[src/sv/lhm_pkg.sv]
// Package for the LZ77 hash-chain lazy matcher.
// Holds payload structs, command and phase codes and sizing constants.
// Used by every module of the block; depends on nothing.
package lhm_pkg;

  localparam int BLOCK_DEPTH   = 4096;
  localparam int ADDR_W        = $clog2(BLOCK_DEPTH);
  localparam int POS_W         = ADDR_W + 1;
  localparam int HASH_W        = 15;
  localparam int HASH_DEPTH    = 1 << HASH_W;
  localparam int MAX_LEN       = 255;
  localparam int MATCH_LEN_MIN = 3;
  localparam int CFG_DATA_W    = 15;

  localparam logic [5:0]  CHAIN_LIMIT_RST  = 6'd32;
  localparam logic [7:0]  GOOD_LENGTH_RST  = 8'd32;
  localparam logic [14:0] MAX_DISTANCE_RST = 15'd32767;

  typedef struct packed {
    logic       func;
    logic [7:0] data_byte;
    logic       last_byte;
  } in_item_t;

  typedef struct packed {
    logic [14:0] distance;
    logic [7:0]  value;
    logic        final_token;
  } out_item_t;

  typedef struct packed {
    logic [5:0]  chain_limit;
    logic [7:0]  good_length;
    logic [14:0] max_distance;
  } cfg_t;

  typedef enum logic [1:0] {
    CFG_CHAIN_LIMIT  = 2'd0,
    CFG_GOOD_LENGTH  = 2'd1,
    CFG_MAX_DISTANCE = 2'd2
  } cfg_idx_e;

  typedef enum logic {
    OP_LOAD = 1'b0,
    OP_REQ  = 1'b1
  } op_e;

  typedef struct packed {
    op_e        op;
    logic [7:0] data_byte;
    logic       last_byte;
  } cmd_t;

  typedef enum logic [1:0] {
    PH_LOADING  = 2'd0,
    PH_MATCHING = 2'd1,
    PH_PENDING  = 2'd2,
    PH_DONE     = 2'd3
  } phase_e;

endpackage

[src/sv/lhm_front.sv]
// Front end: accepts input beats, decodes them into commands and queues them.
// Depends on lhm_pkg.
module lhm_front import lhm_pkg::*; (
  input  logic     clk_i,
  input  logic     rst_ni,
  input  logic     push_i,
  output logic     full_o,
  input  in_item_t item_i,
  input  logic     clearing_i,
  output logic     cmd_valid_o,
  output cmd_t     cmd_o,
  input  logic     cmd_pop_i
);

  cmd_t       mem_q [2];
  logic       wr_ptr_q, rd_ptr_q;
  logic [1:0] cnt_q;
  logic       accept;
  cmd_t       cmd_in;

  // No beats are taken while the hash heads are being cleared.
  assign full_o      = (cnt_q == 2'd2) || clearing_i;
  assign accept      = push_i && !full_o;
  assign cmd_valid_o = (cnt_q != 2'd0);
  assign cmd_o       = mem_q[rd_ptr_q];

  // Decode the function bit into a command.
  always_comb begin
    cmd_in.op        = item_i.func ? OP_REQ : OP_LOAD;
    cmd_in.data_byte = item_i.data_byte;
    cmd_in.last_byte = item_i.last_byte;
  end

  always_ff @(posedge clk_i) begin
    if (accept) begin
      mem_q[wr_ptr_q] <= cmd_in;
    end
  end

  // Queue pointers and fill count.
  always_ff @(posedge clk_i or negedge rst_ni) begin
    if (!rst_ni) begin
      wr_ptr_q <= 1'b0;
      rd_ptr_q <= 1'b0;
      cnt_q    <= 2'd0;
    end else begin
      if (accept) wr_ptr_q <= ~wr_ptr_q;
      if (cmd_pop_i) rd_ptr_q <= ~rd_ptr_q;
      cnt_q <= cnt_q + {1'b0, accept} - {1'b0, cmd_pop_i};
    end
  end

endmodule

[config.mk]
export PLATFORM = sky130hd
export DESIGN_NAME = lhm_front
export DESIGN_NICKNAME = d
export VERILOG_FILES = /design/src/sv/lhm_pkg.sv /design/src/sv/lhm_front.sv
export SDC_FILE = /design/constraint.sdc
export NUM_CORES = 1
export LEC_CHECK = 0
export BUFFER_PORTS_ARGS = -buffer_cell sky130_fd_sc_hd__buf_2
export CORE_MARGIN = 1.5
export CORE_UTILIZATION = 49
export DETAILED_ROUTE_END_ITERATION = 12
export PLACE_DENSITY = 0.77
export SLEW_MARGIN = 20
export SYNTH_ARGS = -nofsm -noshare
export SYNTH_HDL_FRONTEND = slang
export SYNTH_SLANG_ARGS = --single-unit
[constraint.sdc]
create_clock -name clk_i -period 1.65 [get_ports clk_i]
set_input_delay 0.0825 -clock clk_i [delete_from_list [all_inputs] [get_ports clk_i]]
set_output_delay 0.0825 -clock clk_i [all_outputs]
set_load 0.01 [all_outputs]
==> impl_metrics.json <==
{
  "cts_tree": "built",
  "ioPinCount": 27,
  "cpMostUsedCell": "ha_4",
  "grt_pass1_wl_um": 2270,
  "slew_headroom_pct": 89.0,
  "finalHoldViolCount": 0,
  "first_pass_iters": 3,
  "cts.sinks": 24,
  "status": "complete, no violations",
  "start_util_pct": 54.0,
  "endpoint_kind": "flop",
  "synth_fa_ha_area_share_pct": 2.60,
  "fill_cells": 111,
  "track_usage_pct": 15.6,
  "final_common_cell": "buf_2",
  "vdd_ir_drop_max_uv": 1050,
  "drtAntennaViolNets": 0,
  "globalplace.congestion": 0.746,
  "synthMuxAreaShare_pct": 15.2,
  "slew_viol_final": 0,
  "vias": 558,
  "post-route-drc-count": 0,
  "synth_fp_nets": 66,
  "multi_input_area_um2": 285,
  "total_power_mw": 1.98,
  "antenna_found_initial": 0,
  "synth_top_family_by_area": "multiplexers",
  "routedWlPerCell_um": 12.6,
  "grt_pass1_vias": 567,
  "synth-xor-area-share_pct": 3.64,
  "max_cap_violations": 0,
  "clk_latency_ns": 0.30,
  "final_nets": 114,
  "setup_ws_ns": 0.113,
  "diodes": 0,
  "numCtsBuffers": 3,
  "yosysSeqAreaShare_pct": 72.7,
  "fin_crit_ns": 1.54,
  "crit_required_ns": 1.85,
  "crit_slowest_cell": "dfrtp_1",
  "fin_crit_sh_pct": 93.2,
  "place_ws_ns": 0.127,
  "start_kind": "flop",
  "h-tree-depth": 1,
  "yosys_warnings": 0,
  "yosysTopAreaCellShare_pct": 62.3,
  "fmax_mhz": 651,
  "critPathKind": "reg2reg",
  "critical-path-max-stage-delay_ns": 0.43,
  "die_y_um": 47.3,
  "drive_above_1_share_pct": 54.2,
  "arrival_ns": 1.74,
  "vias_per_cell": 4.61,
  "tightest_slew_ns": 0.165,
  "grt_max_degree": 15,
  "portBuffers": 26,
  "whs_ns": 0.0983,
  "cts_buffer_depth": 2,
  "drt-initial-drc-count": 6,
  "seq_area_um2": 701,
  "syn_to_final_growth_pct": 42.5,
  "fin_skew_ns": 0.00401,
  "avgSynthCellArea_um2": 19.7,
  "grt_overflow_total": 0,
  "synth_seq_cells": 24,
  "clk_pin_slew_ns": 0.12,
  "rows": 15,
  "powerDensity_mw_per_mm2": 1440,
  "p_leak_nw": 0.581,
  "wl_um": 1530,
  "syn_area_um2": 963,
  "crit_chain": "nand2b_1, nand3b_4, ha_4, inv_2, ha_4, xnor2_2, xnor2_1",
  "ys_types": 13,
  "die_area_mm2": 0.00224,
  "final_cell_mix": "buf_2, edfxtp_1, dlygate4sd3_1, mux2_4, buf_4",
  "synthSimpleGateAreaFrac_pct": 3.90,
  "synth_top_cell_by_area": "edfxtp_1",
  "setup_violations": 0,
  "core_area_mm2": 0.00178,
  "synth_area_leaders": "edfxtp_1, mux2_4, dfrtp_1, xnor2_1, ha_1",
  "cp_max_fo": 4,
  "synth_compound_area_share_pct": 0,
  "hp-class": "in2async",
  "cts_root_buf": "clkbuf_4",
  "die_w_um": 47.3,
  "synth_cells": 49
}
through the flow:
step	utilization [%]	TNS (ns)	area (µm²)	instances
after floorplan	-	0	963	49
after global routing	77.0	-0.00842	1370	121
after global placement	64.1	0	1140	103
after CTS	73.8	0	1320	119
after detailed placement	64.1	0	1140	103
final	77.0	0	1370	121
cells by family after synthesis:
logic type,count (synthesis)
adder cells (fa/ha/maj),2
buffers and inverters,3
XOR/XNOR,4
multiplexers,10
AND/OR/NAND/NOR,6
flip-flops,24
power breakdown:
part	switching [mW]	internal (mW)
sequential	0.0527	0.778
combinational	0.317	0.425
clock	0.160	0.245
Yosys cell counts:
library cell  count
edfxtp_1         20
ha_1              2
xnor2_1           3
dfrtp_1           4
nand2b_1          2
xor2_1            1
nor2_1            2
mux2_2            1
inv_1             2
buf_6             1
or2_2             1
nand3b_2          1
mux2_4            9
worst max-delay path: cells and delay by family, from the launching register on:
kind	cells	cell delay [ns]
flops	1	0.43
buf+inv	1	0.04
fa+ha+maj	2	0.42
xor+xnor	2	0.25
simple gates	2	0.28
flip-flops by register name, indices dropped and copies added, names as in the netlist:
signal,cells
cnt_q,2
mem_q,20
rd_ptr_q,1
wr_ptr_q,1
area by class of cell:
class	count	share of cell area, %
clock buffers	3	1.64
clock inverters	1	2.19
inverters	2	0.547
multi-input cells	22	20.8
flip-flops and latches	24	51.0
well taps	25	2.28
repair buffers	44	21.5
path summary, 6_finish.rpt:
check	startpoint	to	slack, ns	cells after the start
worst max-delay path	cnt_q[1]	cnt_q[1]	0.11	7
worst min-delay path	rst_ni	cnt_q[0]	0.1	2
worst max register to register	cnt_q[1]	cnt_q[1]	0.11	7
worst min register to register	wr_ptr_q	wr_ptr_q	0.52	1
max in group asynchronous	rst_ni	wr_ptr_q	1.43	2
min in group clk_i	push_i	wr_ptr_q	0.18	4
layer usage:
metal	wire length, µm	global-route usage, %
met5	0	0
met4	25	6.67
met3	51	4.62
met2	863	29.2
met1	589	15.6
repair_timing:
item                                    in CTS  in global routing
hold buffers                                12                  0
hold endpoints to repair                    25                  0
gates resized for setup                      0                  6
endpoints found under the setup margin       0                  1
setup buffers                                0                  2
(Power assumes the default switching activity.)
