File: config.mk
export PLATFORM = sky130hd
export DESIGN_NAME = lhm_outq
export DESIGN_NICKNAME = d
export VERILOG_FILES = /design/src/sv/lhm_pkg.sv /design/src/sv/lhm_outq.sv
export SDC_FILE = /design/constraint.sdc
export NUM_CORES = 1
export LEC_CHECK = 0
export BUFFER_PORTS_ARGS = -buffer_cell sky130_fd_sc_hd__buf_2
export CAP_MARGIN = 5
export CORE_AREA = 8 8 68 99
export DETAILED_ROUTE_END_ITERATION = 10
export DIE_AREA = 0 0 76 107
export PLACE_DENSITY = 0.58
export SLEW_MARGIN = 15
export SYNTH_ARGS = -nofsm -noshare
export SYNTH_HDL_FRONTEND = slang
export SYNTH_SLANG_ARGS = --single-unit
File: constraint.sdc
create_clock -name clk_i -period 2.4 [get_ports clk_i]
set_input_delay 0.48 -clock clk_i [delete_from_list [all_inputs] [get_ports clk_i]]
set_output_delay 0.48 -clock clk_i [all_outputs]
set_load 0.01 [all_outputs]
File: src/sv/lhm_pkg.sv
// Package for the LZ77 hash-chain lazy matcher.
// Holds payload structs, command and phase codes and sizing constants.
// Used by every module of the block; depends on nothing.
package lhm_pkg;

  localparam int BLOCK_DEPTH   = 4096;
  localparam int ADDR_W        = $clog2(BLOCK_DEPTH);
  localparam int POS_W         = ADDR_W + 1;
  localparam int HASH_W        = 15;
  localparam int HASH_DEPTH    = 1 << HASH_W;
  localparam int MAX_LEN       = 255;
  localparam int MATCH_LEN_MIN = 3;
  localparam int CFG_DATA_W    = 15;

  localparam logic [5:0]  CHAIN_LIMIT_RST  = 6'd32;
  localparam logic [7:0]  GOOD_LENGTH_RST  = 8'd32;
  localparam logic [14:0] MAX_DISTANCE_RST = 15'd32767;

  typedef struct packed {
    logic       func;
    logic [7:0] data_byte;
    logic       last_byte;
  } in_item_t;

  typedef struct packed {
    logic [14:0] distance;
    logic [7:0]  value;
    logic        final_token;
  } out_item_t;

  typedef struct packed {
    logic [5:0]  chain_limit;
    logic [7:0]  good_length;
    logic [14:0] max_distance;
  } cfg_t;

  typedef enum logic [1:0] {
    CFG_CHAIN_LIMIT  = 2'd0,
    CFG_GOOD_LENGTH  = 2'd1,
    CFG_MAX_DISTANCE = 2'd2
  } cfg_idx_e;

  typedef enum logic {
    OP_LOAD = 1'b0,
    OP_REQ  = 1'b1
  } op_e;

  typedef struct packed {
    op_e        op;
    logic [7:0] data_byte;
    logic       last_byte;
  } cmd_t;

  typedef enum logic [1:0] {
    PH_LOADING  = 2'd0,
    PH_MATCHING = 2'd1,
    PH_PENDING  = 2'd2,
    PH_DONE     = 2'd3
  } phase_e;

endpackage

File: src/sv/lhm_outq.sv
// Result queue of two entries between the matcher engine and the output port.
// Depends on lhm_pkg.
module lhm_outq import lhm_pkg::*; (
  input  logic      clk_i,
  input  logic      rst_ni,
  input  logic      push_i,
  input  out_item_t item_i,
  output logic      space_o,
  input  logic      pop_i,
  output logic      empty_o,
  output out_item_t item_o
);

  out_item_t  mem_q [2];
  logic       wr_ptr_q, rd_ptr_q;
  logic [1:0] cnt_q;
  logic       deq;

  assign empty_o = (cnt_q == 2'd0);
  assign space_o = (cnt_q != 2'd2);
  assign item_o  = mem_q[rd_ptr_q];
  assign deq     = pop_i && !empty_o;

  always_ff @(posedge clk_i) begin
    if (push_i) begin
      mem_q[wr_ptr_q] <= item_i;
    end
  end

  // Pointers and fill count.
  always_ff @(posedge clk_i or negedge rst_ni) begin
    if (!rst_ni) begin
      wr_ptr_q <= 1'b0;
      rd_ptr_q <= 1'b0;
      cnt_q    <= 2'd0;
    end else begin
      if (push_i) wr_ptr_q <= ~wr_ptr_q;
      if (deq) rd_ptr_q <= ~rd_ptr_q;
      cnt_q <= cnt_q + {1'b0, push_i} - {1'b0, deq};
    end
  end

endmodule

==> impl_results.md, run 1 <==
- TritonCTS Buffers: 5
- RSZ-0062 raised after global routing: no
- CP startpoint kind: register
- Initial antenna violation count: 0
- Status: complete, no violations
- IO Port Bufs: 53
- Setup crit end kind: output port
- Initial Util: around two fifths
- Area of the core: about 0.0053 mm^2
- Yosys Warn Count: 0
- # diodes: 0
- Yosys cell types: 15
- Die Area: a little over 0.008 mm^2
- Top cells by area, synth: edfxtp_1 71%, mux2_4 14%, dfrtp_1 4.9%
- CP arrival: around 1.5 ns
- Peak supply drop: 0.000627 V
- CP required: 1.92 ns
- Clk pwr share: 22.9%
- Layout cell share with drive strength beyond 1: 58.3%
- Die width: 76 um
- WL per Instance: 15.8 um
- Layout Cell Area excl Fill: about 0.0025 mm^2
- # setup viols final: 0
- Congestion Overflow GR: 0
- Largest net degree at the start of global routing: 16
- P per Cell Area: approximately 1200 mW/mm^2
- Leakage power: 0.00103 uW
- FP Rows: 33
- Synth top area share: 71.0%
- Final core utilization: about 47%
- Setup TNS: 0 ns
- Post-Synthesis Cells: 92
- Max_cap viols: 0
- Syn-to-layout area delta: 24.0%
- Sequential area share after synthesis: roughly three quarters
- 1st-pass router iterations: 4
- Vias/cell: 4.44
- Flop2flop setup slack: 0.88 ns
- Final hold vios: 0
- Residual DRC count: 0
- Critical path fanouts, max: 15
- Least-Margin Pin Slew: about 0.25 ns
- RD Place Congestion: 0.621
- Num ports: 54
- Critical path class: reg2out
- Net count after synthesis: 122
- Root buf cell: clkbuf_8
- Switching part of the total power: a little over a quarter
- Die H: 107 um
- Syn avg cell area: ~22 um^2
- Clock tree from TritonCTS: done
- Area leader, netlist: edfxtp_1
- Detailed Place HPWL: ~2700 um
- Clk_skew: between 0.005 and 0.006 ns
- Rel. slew slack: 83.3%
- Sequential power share: 43.8%
- GRT Util Overall: 8.95%
- Seq cells post-synth: 52
- Final WL: 3570 um
- Period minus WS final: 1.95 ns
- Clock transition at path regs: approximately 0.090 ns
- # fillers: ~480
- First-pass GRT wire length: 5520 um
- H-tree levels: 2
- Internal cell power: 2130 uW
- Final Power: 2920 uW
- F_max: 512 MHz
- Hold/Removal Path Class: in2reg
- Number of global-route vias before repair: approximately 1.2k
- Vias: 1003
- Clock sink count: 52
- Crit share post-route: 81.4%
- Mapped cell area: 0.00203 mm^2
- Clk Latency, worst-skew pair: roughly 0.30 ns
- DRT antenna net count: 0
- P_sw: ~790 uW
- Clock Tree Buf Depth: 2
- Part of the power in combinational logic: between 30% and 40%
- NumNets Final: 186
- DP Area: 0.00238 mm^2
- Starting DRT DRC Count: 15
- Final slew viol count: 0
## layout by cell type (no fill, tap or decap)
cell           count
nand2_1            1
bufinv_16          2
xor2_1             2
clkbuf_8           5
and2_1             1
inv_1              2
buf_4              6
dlygate4sd3_1      1
o21a_1             1
nor2_1             1
mux2_2             5
ha_1               2
mux2_4            19
buf_2             53
dfrtp_1            4
edfxtp_1          48
nor2b_2            1
xnor2_1            2
## synthesized netlist by cell type, drive strengths merged
| cell type | count |
|---|---|
| nand2 | 1 |
| and2 | 1 |
| inv | 2 |
| edfxtp | 48 |
| nor2 | 1 |
| xor2 | 2 |
| mux2 | 24 |
| xnor2 | 2 |
| dfrtp | 4 |
| ha | 2 |
| o21a | 1 |
| nor2b | 1 |
| buf | 3 |
## power groups by stage
| stage | Clock (uW) | Sequential (uW) | Combinational, uW |
|---|---|---|---|
| final | 668 | 1280 | 973 |
| after CTS | 691 | 1280 | 1000 |
| after detailed placement | 0 | 1300 | 997 |
| after global routing | 720 | 1300 | 1060 |
| after global placement | 0 | 1290 | 968 |
| after floorplan | 0 | 1280 | 737 |
## state kept, by name (all words and copies together) (netlist names)
name	cells
cnt_q	2
wr_ptr_q	1
mem_q	48
rd_ptr_q	1
## metal layers
metal / GRT usage (%) / up-vias / wire (um)
met3: 3.43 / 6 / 187
li1: - / 472 / -
met2: 18.4 / 26 / 2130
met5: 0 / - / 0
met4: 4.65 / 0 / 71
met1: 6.73 / 499 / 1180
## per-stage QoR
stage	hold slack [ns]	setup WS [ns]	cells
final	0.365	0.446	226
after global placement	0.287	0.788	218
after floorplan	0.184	0.406	92
after global routing	0.352	0.368	226
after CTS	0.355	0.416	226
after detailed placement	0.295	0.749	218
## layout make-up
cell class	count	area (um^2)	share of cell area, %
clock buffer	5	68.8	2.73
clock inverter	2	60.1	2.39
inverter	2	7.51	0.298
multi-input combinational	35	432	17.1
sequential	52	1540	61.2
tap	70	87.6	3.48
timing repair buffer	60	320	12.7
## critical path, stage by stage (launching register included)
cell	delay, ns
dfrtp_1	0.39
buf_4	0.28
mux2_2	0.36
buf_2	0.14
## final timing paths
check	from	to	cells past startpoint
worst max register to register	cnt_q[1]	cnt_q[1]	6
min in group asynchronous	rst_ni	cnt_q[1]	2
worst max-delay path	rd_ptr_q	item_o[0]	3
worst min register to register	rd_ptr_q	rd_ptr_q	1
max in group asynchronous	rst_ni	rd_ptr_q	2
worst min-delay path	item_i[11]	mem_q[0][11]	1
## repair_timing
action,in CTS,in global routing
setup buffers,0,0
hold buffers,1,0
endpoints found under the setup margin,0,0
gates resized for setup,0,0
endpoints found under the hold margin,4,0
## cells by family after synthesis
logic type | count (synthesis) | synth area share [%]
DFF | 52 | 76.0
muxes | 24 | 16.8
buffers and inverters | 5 | 2.90
xor gates and xnor gates | 4 | 1.73
and+or+nand+nor | 4 | 0.986
adders and majority gates | 2 | 1.23
AOI/OAI and AO/OA | 1 | 0.370
Note: power is estimated with default switching activity, not from simulation.
==> inputs of run 2 (changes only) <==
PLACE_DENSITY = 0.61   (was 0.58)
clock period = 1.7 ns   (was 2.4 ns; I/O delays follow)
==> impl_results.md, run 2 (synthesis results as in run 1) <==
- Die Area: around 0.0081 mm^2
- FP Rows: 33
- Largest stage delay on the critical path: ~0.46 ns
- M1 WL: 1240 um
- Highest routed layer: met4
- Area of the core: between 0.005 and 0.006 mm^2
- # setup viols final: 24
- Max reg flops: 48
- Least-Margin Pin Slew: 0.326 ns
- CP arrival: 1.39 ns
- Vias/cell: between 4 and 5
- Peak supply drop: 0.000839 V
- NumNets Final: 185
- Crit share post-route: 102%
- Clock tree from TritonCTS: done
- Max_cap viols: 0
- Clock transition at path regs: roughly 0.09 ns
- Detailed Place HPWL: 2530 um
- Initial antenna violation count: 0
- CP required: about 1.4 ns
- Final core utilization: 50.2%
- Clock Tree Buf Depth: 2
- Layout cell share with drive strength beyond 1: 58.3%
- Failing checks: negative setup slack
- Setup crit end kind: output port
- Die width: 76 um
- Setup TNS: -0.247 ns
- Non-Filler Instances: 226
- Status: finished with violations
- Buf/Inv on CP: 2
- Hold/Removal Path Class: in2reg
- Setup ws final: -0.0342 ns
- 1st-pass router iterations: 4
- First-pass GRT wire length: 5580 um
- TritonCTS Buffers: 5
- Worst path slowest cell: dfrtp_2
- Vias: 996
- Initial Util: between 30% and 40%
- Routed length on met3: 195 um
- Hold Startpoint: item_i[12]
- P per Cell Area: 1610 mW/mm^2
- Most common cell after layout, fill and taps aside: edfxtp_1
- Syn-to-layout area delta: 31.9%
- Largest reg by FF count: mem_q
- Critical path class: reg2out
- CP top delay family: flip-flops
- Clk Latency, worst-skew pair: between 0.2 and 0.3 ns
- Clk_skew: between 0.003 and 0.004 ns
- WL per Instance: around 16 um
- Rel. slew slack: 78.3%
- Crit-path cells: buf_12 > mux2_2 > buf_6
- Residual DRC count: 0
- Number of global-route vias before repair: 1198
- Clock sink count: 52
- Root buf cell: clkbuf_8
- Worst Setup SP: rd_ptr_q
- GRT Util Overall: under 10%
- Commonest non-fill, non-tap cells in the layout: 48 x edfxtp_1, 29 x buf_2, 24 x buf_6, 22 x mux2_4, 5 x clkbuf_8
- CP startpoint kind: register
- # diodes: 0
- Reg2Reg Capture Point: cnt_q[1]
- Period minus WS final: ~1.7 ns
- F_max: between 500 and 600 MHz
- Critical path fanouts, max: 12
- Final WL: approximately 3600 um
- FF-to-FF path depth: 6
- Die H: 107 um
- Num ports: 54
- # fillers: 447
- Leakage power: 0.00108 uW
- Congestion Overflow GR: 0
- Met2 WL: around 2100 um
- RSZ-0062 raised after global routing: yes
- Starting DRT DRC Count: 52
- DRT antenna net count: 0
- Flop2flop setup slack: 0.15 ns
- IO Port Bufs: 53
- Largest net degree at the start of global routing: 25
- R2r startpoint: cnt_q[1]
- Final slew viol count: 0
- H-tree levels: 2
- Biggest regs: mem_q x48, cnt_q x2
- RD Place Congestion: 0.659
- Crit path depth: 3
- Placed Cells: 215
- Final hold vios: 0
- Critical Path End: item_o[23]
run 2: cell types whose count changed in the layout (fill, tap and decap cells not counted), sizes merged:
cell,before,now
clkinv,0,1
bufinv,2,0
buf,59,58
clkinvlp,0,2
run 2: where the power goes:
part / leakage (uW) / total (uW) / internal [uW] / switching (uW)
Combinational: 0.000544 / 1820 / 1090 / 731
Clock: 0.0000378 / 661 / 284 / 377
Sequential: 0.000496 / 1830 / 1710 / 119
run 2: worst min-delay path by stage:
stage	end	slack, ns	cells after the start
after floorplan	cnt_q[0]	0.04	0
after global placement	cnt_q[0]	0.14	1
after detailed placement	cnt_q[1]	0.15	1
after CTS	mem_q[0][12]	0.22	1
after global routing	mem_q[1][5]	0.20	1
final	mem_q[0][12]	0.23	1
run 2: through the flow:
step	area [um^2]	hold WS, ns	setup WS [ns]	total power, uW
6_report	2680	0.229	-0.0342	4310
3_3_place_gp	2380	0.144	0.251	3200
5_1_grt	2680	0.203	-0.0998	4530
3_5_place_dp	2380	0.150	0.167	3270
2_1_floorplan	2030	0.0444	0.247	2850
4_1_cts	2670	0.220	-0.0611	4360
run 2: cell type report:
cell class / count / area, um^2 / area share, %
Multi-Input combinational cell: 35 / 443 / 16.5
Timing Repair Buffer: 59 / 508 / 19.0
Sequential cell: 52 / 1540 / 57.6
Tap cell: 70 / 87.6 / 3.27
Inverter: 2 / 7.51 / 0.281
Clock inverter: 3 / 18.8 / 0.701
Clock buffer: 5 / 68.8 / 2.57
run 2: what timing repair did:
item | CTS | global route
setup endpoints to repair | 24 | 24
gates resized for setup | 26 | 3
hold buffers | 1 | 0
endpoints found under the hold margin | 4 | 0
gates cloned | 1 | 0
setup buffers | 1 | 0
run 2: metal layers:
metal	vias up	global-route usage (%)
li1	473	-
met1	483	7.78
met2	35	17.2
met3	5	3.10
met4	0	5.07
met5	-	0
==> inputs of run 3 (changes only) <==
==> constraint.sdc (replaced) <==
create_clock -name clk_i -period 1.7 [get_ports clk_i]
set_input_delay 0.255 -clock clk_i [delete_from_list [all_inputs] [get_ports clk_i]]
set_output_delay 0.255 -clock clk_i [all_outputs]
set_load 0.01 [all_outputs]
==> impl_results.md, run 3 (synthesis results as in run 1) <==
- Clock tree from TritonCTS: done
- Clock sink count: 52
- Critical path class: reg2out
- Congestion Overflow GR: 0
- Commonest non-fill, non-tap cells in the layout: 53 x buf_2, 48 x edfxtp_1, 20 x mux2_4, 5 x clkbuf_8, 4 x mux2_2
- Critical path fanouts, max: 12
- Biggest regs: mem_q x48, cnt_q x2
- Final WL: ~3400 um
- Clk pwr share: 16.4%
- TritonCTS Buffers: 5
- Clock transition at path regs: about 0.09 ns
- # diodes: 0
- 1st-pass router iterations: 2
- CP startpoint kind: register
- Period minus WS final: 1.67 ns
- # fillers: 478
- FP Rows: 33
- Setup crit end kind: output port
- Starting DRT DRC Count: approximately 70
- GRT Util Overall: 8.58%
- WL per Instance: around 15 um
- H-tree levels: 2
- Vias/cell: ~4.5
- DRT antenna net count: 0
- Num ports: 54
- Die width: 76 um
- Number of global-route vias before repair: 1185
- Clk Latency, worst-skew pair: 0.29 ns
- Leakage power: 0.00102 uW
- Largest reg by FF count: mem_q
- Largest net degree at the start of global routing: 25
- F_max: 599 MHz
- P per Cell Area: 1580 mW/mm^2
- Non-Filler Instances: about 230
- Max reg flops: 48
- Initial Util: 38.1%
- RD Place Congestion: about 0.63
- P_sw: about 1100 uW
- First-pass GRT wire length: about 5500 um
- Final hold vios: 0
- Initial antenna violation count: 0
- Switching part of the total power: around 29%
- Crit share post-route: 98.2%
- Vias: 1009
- Die H: 107 um
- Peak supply drop: around 0.00082 V
- Sequential power share: about 46%
- Most common cell after layout, fill and taps aside: buf_2
- Root buf cell: clkbuf_8
- Final slew viol count: 0
- Placed Cells: around 220
- Layout cell share with drive strength beyond 1: 58.3%
- Max_cap viols: 0
- Setup TNS: 0 ns
- NumNets Final: 185
- Final Power: a little under 4000 uW
- Die Area: 0.00813 mm^2
- Area of the core: 0.00533 mm^2
- Syn-to-layout area delta: 23.7%
- # setup viols final: 0
- Residual DRC count: 0
- Part of the power in combinational logic: 37.3%
- Rel. slew slack: 77.7%
- CP arrival: 1.42 ns
- Hold/Removal Path Class: in2reg
- Status: complete, no violations
- CP required: 1.44 ns
- Internal cell power: between 2000 and 3000 uW
- Clk_skew: 0.00402 ns
- IO Port Bufs: 53
- Clock Tree Buf Depth: 2
- RSZ-0062 raised after global routing: yes
- Least-Margin Pin Slew: approximately 0.33 ns
-- run 3: cell types whose count changed in the layout (fill, tap and decap cells not counted) --
cell        delta
buf_2         +24
buf_6         -24
mux2_2         +2
mux2_4         -2
buf_12         -1
buf_4          +1
clkbuf_1       +1
clkinvlp_4     -1
xnor2_1        -1
xnor2_2        +1
-- run 3: layout make-up --
cell class | count | area (um^2) | share of cell area, %
multi-input combinational | 35 | 443 | 17.6
sequential | 52 | 1540 | 61.5
timing repair buffer | 59 | 345 | 13.8
clock buffer | 6 | 72.6 | 2.89
clock inverter | 2 | 11.3 | 0.449
tap | 70 | 87.6 | 3.49
inverter | 2 | 7.51 | 0.299
-- run 3: final timing paths --
kind                            slack, ns        from  cells past startpoint           end
worst max-delay path                 0.03    rd_ptr_q                      3     item_o[3]
worst min-delay path                 0.15  item_i[12]                      1  mem_q[0][12]
worst max register to register       0.15    cnt_q[1]                      6      cnt_q[1]
worst min register to register       0.52    wr_ptr_q                      1      wr_ptr_q
max in group asynchronous            1.28      rst_ni                      2      rd_ptr_q
min in group asynchronous            0.29      rst_ni                      2      rd_ptr_q
-- run 3: critical path, stage by stage, from the launching register on --
cell and delay, ns:
dfrtp_2 0.46, buf_12 0.18, mux2_2 0.35, buf_2 0.14
-- run 3: what timing repair did --
action	4_1_cts	5_1_grt
endpoints found under the setup margin	5	5
hold buffers	1	0
cloned	1	0
gates resized for setup	2	2
setup buffers	1	0
hold endpoints to repair	4	0
-- run 3: power groups by stage --
| stage | Clock (uW) | Sequential [uW] | Combinational (uW) |
|---|---|---|---|
| after floorplan | 0 | 1810 | 1040 |
| after global placement | 0 | 1820 | 1370 |
| after detailed placement | 0 | 1840 | 1400 |
| after CTS | 685 | 1830 | 1490 |
| after global routing | 710 | 1860 | 1610 |
| final | 647 | 1830 | 1480 |
-- run 3: through the flow --
stage,setup slack (ns),util [%],hold WS [ns],instance area [um^2]
4_1_cts,0.00154,46.9,0.133,2500
3_5_place_dp,0.162,44.5,0.0672,2370
3_3_place_gp,0.261,44.5,0.0573,2370
2_1_floorplan,0.247,-,-0.0406,2030
6_report,0.0298,47.1,0.147,2510
5_1_grt,-0.0165,47.1,0.136,2510
-- run 3: metal layers --
metal,share of wire (%),track usage (%),vias up
li1,-,-,479
met1,37,8.05,492
met2,55,16.2,33
met3,5.7,2.26,5
met4,2.3,5.07,0
met5,0,0,-
